### src/hdl/sew_pkg.sv
`default_nettype none

package sew_pkg;

  // Field widths of the channels
  localparam int ADDR_W = 15;
  localparam int DATA_W = 64;

  // Command codes on the event channel
  localparam logic [1:0] CMD_READ  = 2'd0;
  localparam logic [1:0] CMD_WRITE = 2'd1;
  localparam logic [1:0] CMD_XFER  = 2'd2;

  // Access size codes (anything else means eight bytes)
  localparam logic [1:0] SIZE_2 = 2'd0;
  localparam logic [1:0] SIZE_4 = 2'd1;

  // EEPROM opcodes
  localparam logic [7:0] OP_RDSR  = 8'h05;
  localparam logic [7:0] OP_WREN  = 8'h06;
  localparam logic [7:0] OP_WRITE = 8'h02;
  localparam logic [7:0] OP_READ  = 8'h03;

  // Queue between front and back
  localparam int Q_DEPTH = 2;
  localparam int Q_PTR_W = $clog2(Q_DEPTH);
  localparam int Q_CNT_W = $clog2(Q_DEPTH + 1);

  // Event class decided by the front
  typedef enum logic [1:0] {
    EV_REQ  = 2'd0,
    EV_XFER = 2'd1,
    EV_NOP  = 2'd2
  } ev_kind_t;

  // Classified event as it sits in the queue
  typedef struct packed {
    ev_kind_t            kind;
    logic                is_write;
    logic [1:0]          size_sel;
    logic [ADDR_W-1:0]   address;
    logic [DATA_W-1:0]   wdata;    // already left aligned for MSB-first send
    logic [7:0]          rx_byte;
  } q_entry_t;

  // One result item
  typedef struct packed {
    logic              spi_valid;
    logic [7:0]        tx_byte;
    logic              new_frame;
    logic              done_res;
    logic [DATA_W-1:0] read_data;
    logic              rejected;
  } result_t;

  // Sequencer phases
  typedef enum logic [7:0] {
    PH_IDLE     = 8'b0000_0001,
    PH_SR_CMD   = 8'b0000_0010,
    PH_SR_DUMMY = 8'b0000_0100,
    PH_WEN      = 8'b0000_1000,
    PH_CMD      = 8'b0001_0000,
    PH_AHI      = 8'b0010_0000,
    PH_ALO      = 8'b0100_0000,
    PH_DATA     = 8'b1000_0000
  } phase_t;

  // Number of bytes in an access
  function automatic logic [3:0] size_bytes(input logic [1:0] code);
    logic [3:0] n;
    unique case (code)
      SIZE_2:  n = 4'd2;
      SIZE_4:  n = 4'd4;
      default: n = 4'd8;
    endcase
    return n;
  endfunction

endpackage

`default_nettype wire

### src/hdl/sew_if.sv
`default_nettype none

// Event channel: requests and completed SPI exchanges
interface sew_in_if;
  import sew_pkg::*;
  logic              valid;
  logic              ready;
  logic [1:0]        command;
  logic [1:0]        size_code;
  logic [ADDR_W-1:0] address;
  logic [DATA_W-1:0] write_data;
  logic [7:0]        rx_byte;

  modport source (output valid, command, size_code, address, write_data, rx_byte,
                  input ready);
  modport sink   (input valid, command, size_code, address, write_data, rx_byte,
                  output ready);
endinterface

// Result channel: next SPI byte, done or reject
interface sew_out_if;
  import sew_pkg::*;
  logic              valid;
  logic              ready;
  logic              spi_valid;
  logic [7:0]        tx_byte;
  logic              new_frame;
  logic              done_res;
  logic [DATA_W-1:0] read_data;
  logic              rejected;

  modport source (output valid, spi_valid, tx_byte, new_frame, done_res, read_data,
                  rejected, input ready);
  modport sink   (input valid, spi_valid, tx_byte, new_frame, done_res, read_data,
                  rejected, output ready);
endinterface

`default_nettype wire

### src/hdl/spi_eeprom_word_access.sv
// SPI EEPROM word access sequencer. Read and write requests of 2, 4 or 8
// bytes and completed SPI byte exchanges arrive on the evt channel; every
// event gives exactly one result on the res channel: the next byte to shift
// (with a chip-select pulse flag), a done result carrying the read value, a
// reject for a request made while an access is running, or an all-zero
// result for an event with no meaning. A front stage classifies each event
// into a two-entry queue; the back sequencer retires one event per clock
// into a result register while the result channel does not stall, so one
// transaction per cycle is sustained; each event passes through a queue
// slot and then the result register. Every access is preceded by status
// polling, writes also by a write-enable frame; SPI pins and clocking are outside.
`default_nettype none

module spi_eeprom_word_access import sew_pkg::*; #(
  parameter int ADDR_BITS = 15
) (
  input  logic      clk,
  input  logic      rst,
  sew_in_if.sink    evt,
  sew_out_if.source res
);

  logic     push;
  logic     q_full;
  logic     q_valid;
  logic     pop;
  q_entry_t wr_entry;
  q_entry_t rd_entry;

  sew_front #(
    .ADDR_BITS (ADDR_BITS)
  ) u_front (
    .evt    (evt),
    .q_full (q_full),
    .push   (push),
    .entry  (wr_entry)
  );

  sew_queue u_queue (
    .clk       (clk),
    .rst       (rst),
    .push      (push),
    .wr_entry  (wr_entry),
    .full      (q_full),
    .pop       (pop),
    .not_empty (q_valid),
    .rd_entry  (rd_entry)
  );

  sew_back u_back (
    .clk     (clk),
    .rst     (rst),
    .q_valid (q_valid),
    .entry   (rd_entry),
    .pop     (pop),
    .res     (res)
  );

endmodule

`default_nettype wire

### src/hdl/sew_front.sv
`default_nettype none

module sew_front import sew_pkg::*; #(
  parameter int ADDR_BITS = 15
) (
  sew_in_if.sink   evt,
  input  logic     q_full,
  output logic     push,
  output q_entry_t entry
);

  logic [ADDR_W-1:0] addr_mask;

  // Address bits beyond ADDR_BITS are dropped
  always_comb begin
    for (int i = 0; i < ADDR_W; i++) begin
      addr_mask[i] = (i < ADDR_BITS);
    end
  end

  assign evt.ready = !q_full;
  assign push      = evt.valid && !q_full;

  // Classify the transaction and pre-align the write data
  always_comb begin
    entry          = '0;
    entry.is_write = (evt.command == CMD_WRITE);
    entry.size_sel = evt.size_code;
    entry.address  = evt.address & addr_mask;
    entry.rx_byte  = evt.rx_byte;
    if (evt.command == CMD_READ || evt.command == CMD_WRITE) begin
      entry.kind = EV_REQ;
    end else if (evt.command == CMD_XFER) begin
      entry.kind = EV_XFER;
    end else begin
      entry.kind = EV_NOP;
    end
    unique case (evt.size_code)
      SIZE_2:  entry.wdata = {evt.write_data[15:0], 48'd0};
      SIZE_4:  entry.wdata = {evt.write_data[31:0], 32'd0};
      default: entry.wdata = evt.write_data;
    endcase
  end

endmodule

`default_nettype wire

### src/hdl/sew_queue.sv
`default_nettype none

module sew_queue import sew_pkg::*; (
  input  logic     clk,
  input  logic     rst,
  input  logic     push,
  input  q_entry_t wr_entry,
  output logic     full,
  input  logic     pop,
  output logic     not_empty,
  output q_entry_t rd_entry
);

  q_entry_t             slots [Q_DEPTH];
  logic [Q_PTR_W-1:0]   wr_ptr;
  logic [Q_PTR_W-1:0]   rd_ptr;
  logic [Q_CNT_W-1:0]   count;

  assign full      = (count == Q_CNT_W'(Q_DEPTH));
  assign not_empty = (count != '0);
  assign rd_entry  = slots[rd_ptr];

  // Pointers and fill count
  always_ff @(posedge clk) begin
    if (rst) begin
      wr_ptr <= '0;
      rd_ptr <= '0;
      count  <= '0;
    end else begin
      if (push) begin
        wr_ptr <= (wr_ptr == Q_PTR_W'(Q_DEPTH - 1)) ? '0 : wr_ptr + 1'b1;
      end
      if (pop) begin
        rd_ptr <= (rd_ptr == Q_PTR_W'(Q_DEPTH - 1)) ? '0 : rd_ptr + 1'b1;
      end
      if (push && !pop) begin
        count <= count + 1'b1;
      end else if (pop && !push) begin
        count <= count - 1'b1;
      end
    end
  end

  // Entry storage
  always_ff @(posedge clk) begin
    if (push) begin
      slots[wr_ptr] <= wr_entry;
    end
  end

endmodule

`default_nettype wire

### src/hdl/sew_back.sv
`default_nettype none

module sew_back import sew_pkg::*; (
  input  logic      clk,
  input  logic      rst,
  input  logic      q_valid,
  input  q_entry_t  entry,
  output logic      pop,
  sew_out_if.source res
);

  phase_t            phase, phase_next;
  logic              is_write, is_write_next;
  logic [1:0]        size_sel, size_sel_next;
  logic [ADDR_W-1:0] saved_address, saved_address_next;
  logic [DATA_W-1:0] data_shift, data_shift_next;
  logic [DATA_W-1:0] read_accum, read_accum_next;
  logic [3:0]        bytes_left, bytes_left_next;
  logic              busy;
  logic              res_valid;
  result_t           res_q, res_next;
  logic [3:0]        left_dec;
  logic [DATA_W-1:0] accum_shift;
  logic [7:0]        data_byte;

  assign busy = (phase != PH_IDLE);
  assign pop  = q_valid && (!res_valid || res.ready);

  assign left_dec    = (bytes_left != '0) ? bytes_left - 4'd1 : bytes_left;
  assign accum_shift = {read_accum[DATA_W-9:0], entry.rx_byte};
  assign data_byte   = is_write ? data_shift[DATA_W-1:DATA_W-8] : 8'd0;

  // One sequencer step for the event at the head of the queue
  always_comb begin
    phase_next         = phase;
    is_write_next      = is_write;
    size_sel_next      = size_sel;
    saved_address_next = saved_address;
    data_shift_next    = data_shift;
    read_accum_next    = read_accum;
    bytes_left_next    = bytes_left;
    res_next           = '0;
    unique case (entry.kind)
      EV_REQ: begin
        if (busy) begin
          res_next.rejected = 1'b1;
        end else begin
          phase_next         = PH_SR_CMD;
          is_write_next      = entry.is_write;
          size_sel_next      = entry.size_sel;
          saved_address_next = entry.address;
          data_shift_next    = entry.wdata;
          read_accum_next    = '0;
          bytes_left_next    = '0;
          res_next.spi_valid = 1'b1;
          res_next.tx_byte   = OP_RDSR;
          res_next.new_frame = 1'b1;
        end
      end
      EV_XFER: begin
        if (busy) begin
          unique case (phase)
            PH_SR_CMD: begin
              phase_next         = PH_SR_DUMMY;
              res_next.spi_valid = 1'b1;
            end
            PH_SR_DUMMY: begin
              res_next.spi_valid = 1'b1;
              res_next.new_frame = 1'b1;
              if (entry.rx_byte[0]) begin
                // write still in progress: poll again
                phase_next       = PH_SR_CMD;
                res_next.tx_byte = OP_RDSR;
              end else if (is_write) begin
                phase_next       = PH_WEN;
                res_next.tx_byte = OP_WREN;
              end else begin
                phase_next       = PH_CMD;
                res_next.tx_byte = OP_READ;
              end
            end
            PH_WEN: begin
              phase_next         = PH_CMD;
              res_next.spi_valid = 1'b1;
              res_next.tx_byte   = OP_WRITE;
              res_next.new_frame = 1'b1;
            end
            PH_CMD: begin
              phase_next         = PH_AHI;
              res_next.spi_valid = 1'b1;
              res_next.tx_byte   = 8'(saved_address >> 8);
            end
            PH_AHI: begin
              phase_next         = PH_ALO;
              res_next.spi_valid = 1'b1;
              res_next.tx_byte   = {saved_address[7:1], 1'b0};
            end
            PH_ALO: begin
              phase_next         = PH_DATA;
              bytes_left_next    = size_bytes(size_sel);
              res_next.spi_valid = 1'b1;
              res_next.tx_byte   = data_byte;
              if (is_write) begin
                data_shift_next = {data_shift[DATA_W-9:0], 8'd0};
              end
            end
            PH_DATA: begin
              if (!is_write) begin
                read_accum_next = accum_shift;
              end
              bytes_left_next = left_dec;
              if (left_dec == '0) begin
                phase_next         = PH_IDLE;
                res_next.done_res  = 1'b1;
                res_next.read_data = is_write ? '0 : accum_shift;
              end else begin
                res_next.spi_valid = 1'b1;
                res_next.tx_byte   = data_byte;
                if (is_write) begin
                  data_shift_next = {data_shift[DATA_W-9:0], 8'd0};
                end
              end
            end
            default: phase_next = PH_IDLE;
          endcase
        end
      end
      default: ;
    endcase
  end

  // Control state
  always_ff @(posedge clk) begin
    if (rst) begin
      phase     <= PH_IDLE;
      res_valid <= 1'b0;
    end else begin
      if (pop) begin
        phase <= phase_next;
      end
      if (pop) begin
        res_valid <= 1'b1;
      end else if (res.ready) begin
        res_valid <= 1'b0;
      end
    end
  end

  // Access context and result register
  always_ff @(posedge clk) begin
    if (pop) begin
      is_write      <= is_write_next;
      size_sel      <= size_sel_next;
      saved_address <= saved_address_next;
      data_shift    <= data_shift_next;
      read_accum    <= read_accum_next;
      bytes_left    <= bytes_left_next;
      res_q         <= res_next;
    end
  end

  assign res.valid     = res_valid;
  assign res.spi_valid = res_q.spi_valid;
  assign res.tx_byte   = res_q.tx_byte;
  assign res.new_frame = res_q.new_frame;
  assign res.done_res  = res_q.done_res;
  assign res.read_data = res_q.read_data;
  assign res.rejected  = res_q.rejected;

endmodule

`default_nettype wire

### src/flat_wrapper.sv
// flat-port wrapper written by rule: the top's interface ports become plain ports
module spi_eeprom_word_access_flat import sew_pkg::*;
#(
  parameter int ADDR_BITS = 15
)
  (clk, rst, evt_valid, evt_command, evt_size_code, evt_address, evt_write_data, evt_rx_byte, evt_ready, res_valid, res_spi_valid, res_tx_byte, res_new_frame, res_done_res, res_read_data, res_rejected, res_ready);
  sew_in_if evt_i ();
  sew_out_if res_i ();
  input  logic clk;
  input  logic rst;
  input wire logic [$bits(evt_i.valid)-1:0] evt_valid;
  input wire logic [$bits(evt_i.command)-1:0] evt_command;
  input wire logic [$bits(evt_i.size_code)-1:0] evt_size_code;
  input wire logic [$bits(evt_i.address)-1:0] evt_address;
  input wire logic [$bits(evt_i.write_data)-1:0] evt_write_data;
  input wire logic [$bits(evt_i.rx_byte)-1:0] evt_rx_byte;
  output wire logic [$bits(evt_i.ready)-1:0] evt_ready;
  output wire logic [$bits(res_i.valid)-1:0] res_valid;
  output wire logic [$bits(res_i.spi_valid)-1:0] res_spi_valid;
  output wire logic [$bits(res_i.tx_byte)-1:0] res_tx_byte;
  output wire logic [$bits(res_i.new_frame)-1:0] res_new_frame;
  output wire logic [$bits(res_i.done_res)-1:0] res_done_res;
  output wire logic [$bits(res_i.read_data)-1:0] res_read_data;
  output wire logic [$bits(res_i.rejected)-1:0] res_rejected;
  input wire logic [$bits(res_i.ready)-1:0] res_ready;
  assign evt_i.valid = evt_valid;
  assign evt_i.command = evt_command;
  assign evt_i.size_code = evt_size_code;
  assign evt_i.address = evt_address;
  assign evt_i.write_data = evt_write_data;
  assign evt_i.rx_byte = evt_rx_byte;
  assign evt_ready = evt_i.ready;
  assign res_valid = res_i.valid;
  assign res_spi_valid = res_i.spi_valid;
  assign res_tx_byte = res_i.tx_byte;
  assign res_new_frame = res_i.new_frame;
  assign res_done_res = res_i.done_res;
  assign res_read_data = res_i.read_data;
  assign res_rejected = res_i.rejected;
  assign res_i.ready = res_ready;
  spi_eeprom_word_access #(.ADDR_BITS(ADDR_BITS)) u_core (.clk(clk), .rst(rst), .evt(evt_i), .res(res_i));
endmodule
### config.mk
export PLATFORM = sky130hd
export DESIGN_NAME = spi_eeprom_word_access_flat
export DESIGN_NICKNAME = d
export VERILOG_FILES = /design/src/hdl/sew_pkg.sv /design/src/hdl/sew_if.sv /design/src/hdl/spi_eeprom_word_access.sv /design/src/hdl/sew_front.sv /design/src/hdl/sew_queue.sv /design/src/hdl/sew_back.sv /design/src/flat_wrapper.sv
export SDC_FILE = /design/constraint.sdc
export NUM_CORES = 1
export LEC_CHECK = 0
export BUFFER_PORTS_ARGS = -buffer_cell sky130_fd_sc_hd__buf_2
export CORE_ASPECT_RATIO = 0.5
export CORE_MARGIN = 1.5
export CORE_UTILIZATION = 25
export CTS_BUF_LIST = sky130_fd_sc_hd__clkbuf_4
export DETAILED_ROUTE_END_ITERATION = 10
export HOLD_SLACK_MARGIN = 0.08
export PLACE_DENSITY = 0.41
export SYNTH_ARGS = -nofsm -noshare
export SYNTH_HDL_FRONTEND = slang
export SYNTH_SLANG_ARGS = --single-unit
### constraint.sdc
create_clock -name clk -period 8.6 [get_ports clk]
set_input_delay 0.86 -clock clk [delete_from_list [all_inputs] [get_ports clk]]
set_output_delay 0.86 -clock clk [all_outputs]
set_load 0.01 [all_outputs]
; Word-level counts from Yosys, hierarchy flattened
; Memories as Yosys holds them, arrays and structs flattened. A register that Yosys moved wholly into a read port is not among the register bits.
; Cells that the tools add are included.
[word_totals]
ff_bits = 231
mem_bits_rw = 184
input_bits = 95
out_inout_bits = 78
elab_cells = 128
mem_count = 1
[op_classes]
add_sub_neg = 5
n_eq_ne = 21
muxes = 51
n_bitwise = 4
reduce_logical = 29
[memory_table]
columns = name, words, word_bits, read_ports, rd_ports_with_merged_regs, wr, line_no
row1 = u_core.u_queue.slots, 2, 92, 1, 1, 1, sew_queue.sv:14  ; q_entry_t slots [Q_DEPTH];
[op_table]
columns = operator, count
row1 = $pmux W64 S2, 3
row2 = $mux W64, 5
row3 = $mux W56, 4
row4 = $mux W65, 2
row5 = $pmux W56 S2, 1
row6 = $mux W75, 1
row7 = $pmux W8 S7, 1
row8 = $pmux W8 S6, 1
row9 = $mux W8, 5
row10 = $pmux W4 S2, 3
row11 = $pmux W10 S2, 1
row12 = $pmux W8 S2, 1
row13 = $mux W4, 3
row14 = $reduce_and A6 Y1, 2
row15 = $mux W1, 10
row16 = $mux W10, 1
row17 = $mux W5, 2
row18 = $reduce_and A5 Y1, 2
row19 = $mux W9, 1
row20 = $eq A2 B1 Y1 const B, 4
row21 = $eq A8 B2 Y1 const B, 1
row22 = $eq A8 B3 Y1 const B, 1
row23 = $eq A8 B4 Y1 const B, 1
row24 = $eq A8 B5 Y1 const B, 1
row25 = 28 further kinds, 53

; Depth between registers and ports, before layout
; Gate-level depths: netlist of run 1.
[logic_depth]
ltp_word = 7
ltp_mapped = 9
mapped_depth_nobuf = 7

; By module
; A second synthesis of run 1 with hierarchy kept.
[hier_totals]
cells_unflattened = 1149
hier_area_um2 = 17117.7
[modules_own_cells]
columns = module, n_inst, cells_per_inst, area_each_um2, seq_area_each_um2
row1 = sew_back, 1, 701, 9288.9, 6696.4
row2 = sew_queue, 1, 308, 6874.1, 5625.4
row3 = sew_front, 1, 140, 954.7, 0.0

; Worst setup path after synthesis of run 1
; OpenSTA, ideal clock, no wires.
[synth_path]
path_type = input to register
from = input port res_ready
to = register u_core.u_back.read_accum[0] (enable)
setup_ps = 539
arrival_time_ps = 5660
path_slack_ps = 2401
stages = 5
cell_sequence = nand2b_1 o21ai_1 a211o_2 clkdlybuf4s25_2 nor3_1
[synth_via]
elab_chain_cells = 3
[synth_rtl]
columns = item, line_no
row1 = "start, declared", flat_wrapper.sv:25  ; input wire logic [$bits(res_i.ready)-1:0] res_ready;
row2 = $logic_or A1 B1 Y1, sew_back.sv:27  ; assign pop = q_valid && (!res_valid || res.ready);
row3 = $logic_and A1 B1 Y1, sew_back.sv:27
row4 = $reduce_and A6 Y1 (no line), n/a
row5 = "end signal, assigned", sew_back.sv:156  ; read_accum <= read_accum_next;
row6 = "end, declared", sew_back.sv:17  ; logic [DATA_W-1:0] read_accum, read_accum_next;
; Every way passes these cells.
; A chain may end at the register's enable or synchronous reset.

==> results of run 1 <==
[layout make-up]
cell class | count | area share
multi-input combinational | 590 | 0.2003
inverter | 7 | 0.001408
clock buffer | 151 | 0.05797
clock inverter | 28 | 0.006718
tap | 884 | 0.05656
sequential | 413 | 0.6272
antenna | 2 | 0.0002559
timing repair buffer | 186 | 0.04952
[cell families (layout without fill, tap and decap cells)]
group                      Yosys count  count (layout)  synth area share
DFF                                413             413            0.7449
other                                0               2                 0
AOI/OAI and AO/OA                  148             148           0.05526
adders and majority gates            2               2          0.001520
xor gates and xnor gates             6               6          0.003192
and+or+nand+nor                    327             327            0.1088
muxes                              107             107           0.06688
buffers and inverters               65             372           0.01946
[state kept, by name (all words and copies together), names as in the netlist, 2 cells and up, named ones only]
name,cells
u_core.u_queue.slots,182
u_core.u_back.data_shift,64
u_core.u_back.res.read_data,64
u_core.u_back.read_accum,56
u_core.u_back.saved_address,14
u_core.u_back.phase,8
u_core.u_back.res.tx_byte,8
u_core.u_back.bytes_left,4
u_core.u_back.size_sel,2
u_core.u_queue.count,2
[power breakdown]
group          internal, mW  switching (mW)  leakage [nW]
Sequential             2.83           0.162          3.89
Combinational         0.419           0.836          2.22
Clock                 0.803           0.805         0.746
Total                  4.06            1.80          6.86
[layer usage]
metal  track usage  routed length (um)
met5             0                   0
met4       0.04149                 986
met3       0.02999                1598
met2        0.1889               18720
met1        0.1329               16240
[worst min path at each step]
stage	startpoint	endpoint	slack (ns)	depth (start not counted)
2_1_floorplan	u_core.u_queue.rd_ptr$_SDFFE_PP0P_	flip-flop	0.47	2
3_3_place_gp	u_core.u_back.res.valid$_SDFFE_PP0P_	u_core.u_back.res.valid$_SDFFE_PP0P_	0.48	2
3_5_place_dp	u_core.u_queue.rd_ptr$_SDFFE_PP0P_	flip-flop	0.50	2
4_1_cts	evt_address[3]	u_core.u_queue.slots[0][75]$_DFFE_PP_	0.11	1
5_1_grt	evt_rx_byte[6]	u_core.u_queue.slots[1][6]$_DFFE_PP_	0.12	1
6_report	evt_address[3]	u_core.u_queue.slots[0][75]$_DFFE_PP_	0.25	1
[cells in the mapped netlist (all sizes together) (3+ instances only)]
| master | count | area share |
|---|---|---|
| inv | 7 | 0.0016 |
| nor3 | 4 | 0.0015 |
| clkbuf | 33 | 0.0081 |
| nor2b | 8 | 0.0030 |
| a31oi | 4 | 0.0015 |
| mux2i | 89 | 0.054 |
| a22oi | 4 | 0.0018 |
| nand3 | 14 | 0.0050 |
| edfxtp | 399 | 0.73 |
| o41ai | 4 | 0.0021 |
| a22o | 12 | 0.0064 |
| nor2 | 43 | 0.0098 |
| a211oi | 4 | 0.0021 |
| buf | 24 | 0.0091 |
| o311ai | 7 | 0.0037 |
| nand2 | 88 | 0.020 |
| o21ai | 85 | 0.026 |
| or3 | 4 | 0.0015 |
| a21oi | 15 | 0.0046 |
| and3 | 3 | 0.0013 |
| and2 | 139 | 0.053 |
| dfxtp | 14 | 0.017 |
| nand2b | 5 | 0.0019 |
| nor3b | 3 | 0.0023 |
| xor2 | 5 | 0.0027 |
| nor4 | 4 | 0.0033 |
| mux2 | 18 | 0.013 |
==> tab_implementation.tex, run 1 <==
\begin{tabular}{lr}
\hline
Metric & Value \\
\hline
\multicolumn{2}{l}{\textbf{Status}} \\
Outcome & completed \\
\multicolumn{2}{l}{\textbf{Pwr}} \\
Power after layout & 5.859 mW \\
Power Density & 299.6 nW/um\^{}2 \\
Peak supply drop & 0.1559 mV \\
Static leakage & 6.855 nW \\
\multicolumn{2}{l}{\textbf{Critical path}} \\
Element type at the critical path start & flip-flop \\
Category of the worst setup path capture point & flip-flop \\
Maximum single-stage delay on the critical path & 0.94 ns \\
Slowest cell on the critical path & buf\_4 \\
Most numerous cell on the critical path & buf\_4 \\
CP cell instances & buf\_4 -> or2b\_1 -> o21ai\_0 -> mux2i\_2 -> a211oi\_2 -> nor3b\_4 -> buf\_4 \\
Critical register-to-register path endpoint & u\_core.u\_back.data\_shift[35]\$\_DFFE\_PP\_ \\
Arrival time at the worst endpoint & 4.84 ns \\
Critical path buffer and inverter count & 2 \\
Worst R2R Path Depth & 7 \\
Worst-path fanout max & 64 \\
CP required & 8.99 ns \\
Worst reg2reg setup slack & 4.16 ns \\
Critical path endpoint & u\_core.u\_back.data\_shift[35]\$\_DFFE\_PP\_ \\
Number of logic stages on the critical path including buffering & 7 \\
Crit path kind & flip-flop to flip-flop \\
Cell type group with the largest total delay on the critical path & buffers and inverters \\
\multicolumn{2}{l}{\textbf{GRT}} \\
Total routing resource utilization after global routing & 0.1103 \\
Largest net degree at the start of global routing & 77 \\
Initial antenna violation count & 5 \\
Leftover overflow at the end of global routing & 0 \\
Vias in the first global route & 9775 \\
Global-route wire length before repair & 57160 um \\
\multicolumn{2}{l}{\textbf{Die}} \\
I/O pin total & 173 \\
Initial cell density of the core & 0.2530 \\
Overall die width & 365.9 um \\
Die span in y & 184.5 um \\
Std-Cell Core Area & 65070 um\^{}2 \\
Number of rows in the core area & 66 \\
Area enclosed by the die boundary & 67490 um\^{}2 \\
\multicolumn{2}{l}{\textbf{Placement}} \\
HPWL reported at the end of detailed placement & 22670 um \\
Worst Setup Slack post-DPL & 4.082 ns \\
Cell count after placement & 2080 \\
Final Wtd Congestion & 0.7194 \\
Number of input and output port buffers inserted & 171 \\
Post-Place Cell Area & 18290 um\^{}2 \\
\multicolumn{2}{l}{\textbf{Timing}} \\
Hold violation count in the final report & 0 \\
Skew final & 0.08126 ns \\
Max-slew violations & 0 \\
Number of setup violations in the final report & 0 \\
Final critical-path share of the clock period & 0.5168 \\
Post-route worst hold slack & 0.2495 ns \\
Total negative setup slack & 0 ns \\
RSZ-0062 raised after global routing & no \\
Final critical delay including setup and external delays & 4.444 ns \\
Least-Margin Pin Slew & 1.122 ns \\
Highest attainable clock frequency & 225.0 MHz \\
Worst setup slack after layout & 4.156 ns \\
Slew Limit Headroom & 0.2507 \\
\multicolumn{2}{l}{\textbf{Clock network}} \\
TritonCTS Sinks & 413 \\
Post-CTS resize count & 0 \\
Buffer cell driving the clock tree root & clkbuf\_4 \\
\# Post-CTS Setup Buffers & 0 \\
Maximum count of clock buffers along a single path & 3 \\
Total of hold buffers inserted after clock tree synthesis & 0 \\
CTS H-tree depth & 3 \\
Clk\_lat worst skew & 0.80 ns \\
Clock slew at reported path FFs & 0.07 ns \\
Number of clock buffers inserted by TritonCTS & 102 \\
CTS tree & yes \\
\multicolumn{2}{l}{\textbf{Synth}} \\
Number of warnings reported in the yosys synthesis log & 0 \\
Share of synthesized area occupied by flip-flops and latches & 0.7449 \\
Number of enable-type register cells in the synthesized netlist & 399 \\
Gate count of the mapped netlist & 1068 \\
Post-synth net total & 1165 \\
Netlist cell types & 65 \\
Most frequently used flop master after synthesis & edfxtp\_1 \\
Area of the mapped netlist & 16460 um\^{}2 \\
Seq cells post-synth & 413 \\
Proportion of synthesized flip-flops having asynchronous set or reset & 0 \\
Syn Area/Cell & 15.41 um\^{}2 \\
\multicolumn{2}{l}{\textbf{Route}} \\
Via/cell ratio & 4.147 \\
First-pass iteration count of the detailed router & 5 \\
Detailed-route DRC error count & 0 \\
Detailed Route WL & 37540 um \\
Routed Antenna Nets & 0 \\
Via count & 9377 \\
Initial drt markers & 632 \\
Post-DR wirelength/cell & 16.60 um \\
\multicolumn{2}{l}{\textbf{Cells and area}} \\
Area of the multi-input gates & 3918 um\^{}2 \\
Layout cell share with drive strength beyond 1 & 0.2815 \\
Final instance count without filler cells & 2261 \\
Area taken by flip-flops and latches & 12270 um\^{}2 \\
Most common cell after layout, fill and taps aside & edfxtp\_1 \\
Area growth, synth to finish & 18.79\% \\
Layout fillers & 6671 \\
Commonest cells after routing, fill and taps aside & 399 x edfxtp\_1, 171 x buf\_2, 151 x clkbuf\_4, 138 x and2\_1, 88 x mux2i\_1 \\
Post-route design area & 19560 um\^{}2 \\
Final core utilization & 0.3005 \\
Total Nets Final & 1397 \\
\multicolumn{2}{l}{\textbf{Flow run}} \\
Total of max-cap violations & 0 \\
\multicolumn{2}{l}{\textbf{Hold path}} \\
Class of the most critical hold timing path & input port to flip-flop \\
\hline
\end{tabular}
No activity file was read; power rests on OpenSTA's default activity.
==> inputs of run 2 (changes only) <==
Settings changed: PLACE_DENSITY 0.41 to 0.43.
Clock period 8.6 ns to 3.6 ns, I/O delays scaled along.
==> run 2 against run 1 <==
Die area unchanged. Clock-buffer cell count down 4. Non-clock buffer count up 118. Hold slack worse by 0.015 ns. Register-to-register slack worse by 3.5 ns. Largest cell class unchanged. Fmax up 52%.
==> tab_implementation.tex, run 2 (synthesized netlist as in run 1, its figures left out) <==
\begin{tabular}{lr}
\hline
Metric & Value \\
\hline
\multicolumn{2}{l}{\textbf{Pwr}} \\
Portion of total power attributed to sequential cells & 0.494 \\
Power after layout & 14.33 mW \\
Cell-internal power & 10.01 mW \\
Power Density & 687.5 nW/um\^{}2 \\
Logic gate share of total power & 0.230 \\
Static leakage & 7.413 nW \\
Reported net switching power & 4.320 mW \\
Switching fraction of total power & 0.3014 \\
Share of total power in the clock network & 0.276 \\
Peak supply drop & 0.2745 mV \\
\multicolumn{2}{l}{\textbf{Placement}} \\
Number of input and output port buffers inserted & 171 \\
Post-Place Cell Area & 18430 um\^{}2 \\
Cell count after placement & 2086 \\
HPWL reported at the end of detailed placement & 22980 um \\
Final Wtd Congestion & 0.7794 \\
Worst Setup Slack post-DPL & 0.7069 ns \\
\multicolumn{2}{l}{\textbf{GRT}} \\
Leftover overflow at the end of global routing & 0 \\
Largest net degree at the start of global routing & 174 \\
Global-route wire length before repair & 57700 um \\
Initial antenna violation count & 5 \\
Total routing resource utilization after global routing & 0.1113 \\
Vias in the first global route & 10328 \\
\multicolumn{2}{l}{\textbf{Route}} \\
Via/cell ratio & 4.172 \\
Post-DR wirelength/cell & 16.01 um \\
Detailed Route WL & 38000 um \\
Initial drt markers & 501 \\
Via count & 9900 \\
Routed Antenna Nets & 0 \\
First-pass iteration count of the detailed router & 5 \\
Detailed-route DRC error count & 0 \\
\multicolumn{2}{l}{\textbf{Clock network}} \\
Clk\_lat worst skew & 0.84 ns \\
Maximum count of clock buffers along a single path & 3 \\
TritonCTS Sinks & 413 \\
Buffer cell driving the clock tree root & clkbuf\_4 \\
Total of hold buffers inserted after clock tree synthesis & 112 \\
Clock slew at reported path FFs & 0.07 ns \\
CTS H-tree depth & 3 \\
CTS tree & yes \\
Post-CTS resize count & 0 \\
Number of clock buffers inserted by TritonCTS & 102 \\
\# Post-CTS Setup Buffers & 0 \\
\multicolumn{2}{l}{\textbf{Timing}} \\
Slew Limit Headroom & 0.3695 \\
RSZ-0062 raised after global routing & no \\
Number of setup violations in the final report & 0 \\
Least-Margin Pin Slew & 0.9457 ns \\
Final critical-path share of the clock period & 0.8133 \\
Worst setup slack after layout & 0.6721 ns \\
Highest attainable clock frequency & 341.5 MHz \\
Final critical delay including setup and external delays & 2.928 ns \\
Skew final & 0.06189 ns \\
Max-slew violations & 0 \\
Total negative setup slack & 0 ns \\
Hold violation count in the final report & 0 \\
Post-route worst hold slack & 0.2349 ns \\
\multicolumn{2}{l}{\textbf{Cells and area}} \\
Final core utilization & 0.3204 \\
Number of flip-flops under the largest register name & 182 \\
Final instance count without filler cells & 2373 \\
Commonest cells after routing, fill and taps aside & 399 x edfxtp\_1, 171 x buf\_2, 147 x clkbuf\_4, 138 x and2\_1, 112 x dlygate4sd3\_1 \\
Area growth, synth to finish & 26.66\% \\
Total Nets Final & 1515 \\
Largest register by flop count & u\_core.u\_queue.slots \\
Post-route design area & 20850 um\^{}2 \\
Layout fillers & 6538 \\
Layout cell share with drive strength beyond 1 & 0.2631 \\
Most common cell after layout, fill and taps aside & edfxtp\_1 \\
\multicolumn{2}{l}{\textbf{Critical path}} \\
Category of the worst setup path capture point & flip-flop \\
Worst-path fanout max & 64 \\
Critical path buffer and inverter count & 1 \\
CP required & 4.06 ns \\
Maximum single-stage delay on the critical path & 0.48 ns \\
Cell type group with the largest total delay on the critical path & simple AND/OR/NAND/NOR gates \\
Crit path kind & flip-flop to flip-flop \\
Slowest cell on the critical path & and4b\_1 \\
Arrival time at the worst endpoint & 3.39 ns \\
Element type at the critical path start & flip-flop \\
CP cell instances & nor4\_4 -> and4b\_1 -> mux2i\_4 -> a211oi\_4 -> nor3b\_4 -> buf\_12 \\
\multicolumn{2}{l}{\textbf{Die}} \\
Initial cell density of the core & 0.2530 \\
Die span in y & 184.5 um \\
Area enclosed by the die boundary & 67490 um\^{}2 \\
I/O pin total & 173 \\
Std-Cell Core Area & 65070 um\^{}2 \\
Overall die width & 365.9 um \\
Number of rows in the core area & 66 \\
\multicolumn{2}{l}{\textbf{Status}} \\
Outcome & completed \\
\multicolumn{2}{l}{\textbf{Flow run}} \\
Total of max-cap violations & 0 \\
\multicolumn{2}{l}{\textbf{Hold path}} \\
Class of the most critical hold timing path & input port to flip-flop \\
\hline
\end{tabular}
run 2: final timing paths:
path	endpoint	cells after the start	slack [ns]	from
setup / recovery	u_core.u_back.data_shift[48]$_DFFE_PP_	6	0.67	u_core.u_back.phase[3]$_SDFFE_PP0P_
hold / removal	u_core.u_queue.slots[1][77]$_DFFE_PP_	2	0.23	evt_address[5]
setup reg to reg	u_core.u_back.data_shift[48]$_DFFE_PP_	6	0.67	u_core.u_back.phase[3]$_SDFFE_PP0P_
hold reg to reg	u_core.u_back.data_shift[55]$_DFFE_PP_	2	0.50	u_core.u_back.data_shift[47]$_DFFE_PP_
run 2: power by group through the flow:
stage	Clock, mW	Combinational [mW]	Sequential (mW)
final	3.96	3.29	7.08
after CTS	4.15	3.40	7.11
after global routing	4.38	3.65	7.20
after detailed placement	0	3.28	7.21
after floorplan	0	1.94	7.31
after global placement	0	3.23	7.18
run 2: per-layer routing:
layer / GRT usage / wire length [um] / up-vias
li1: - / - / 4758
met1: 0.1274 / 15750 / 4810
met2: 0.1914 / 19040 / 238
met3: 0.03227 / 1907 / 90
met4: 0.05593 / 1279 / 4
met5: 0 / 18 / -
run 2: layout make-up:
| type | instances | area, um^2 | area share |
|---|---|---|---|
| Clock inverter | 25 | 191.4 | 0.009181 |
| Timing Repair Buffer | 304 | 2210 | 0.1060 |
| Tap cell | 884 | 1106 | 0.05305 |
| Clock buffer | 147 | 1104 | 0.05293 |
| Antenna cell | 3 | 7.507 | 0.0003600 |
| Multi-Input combinational cell | 590 | 3940 | 0.1890 |
| Sequential cell | 413 | 12270 | 0.5882 |
| Inverter | 7 | 27.53 | 0.001320 |
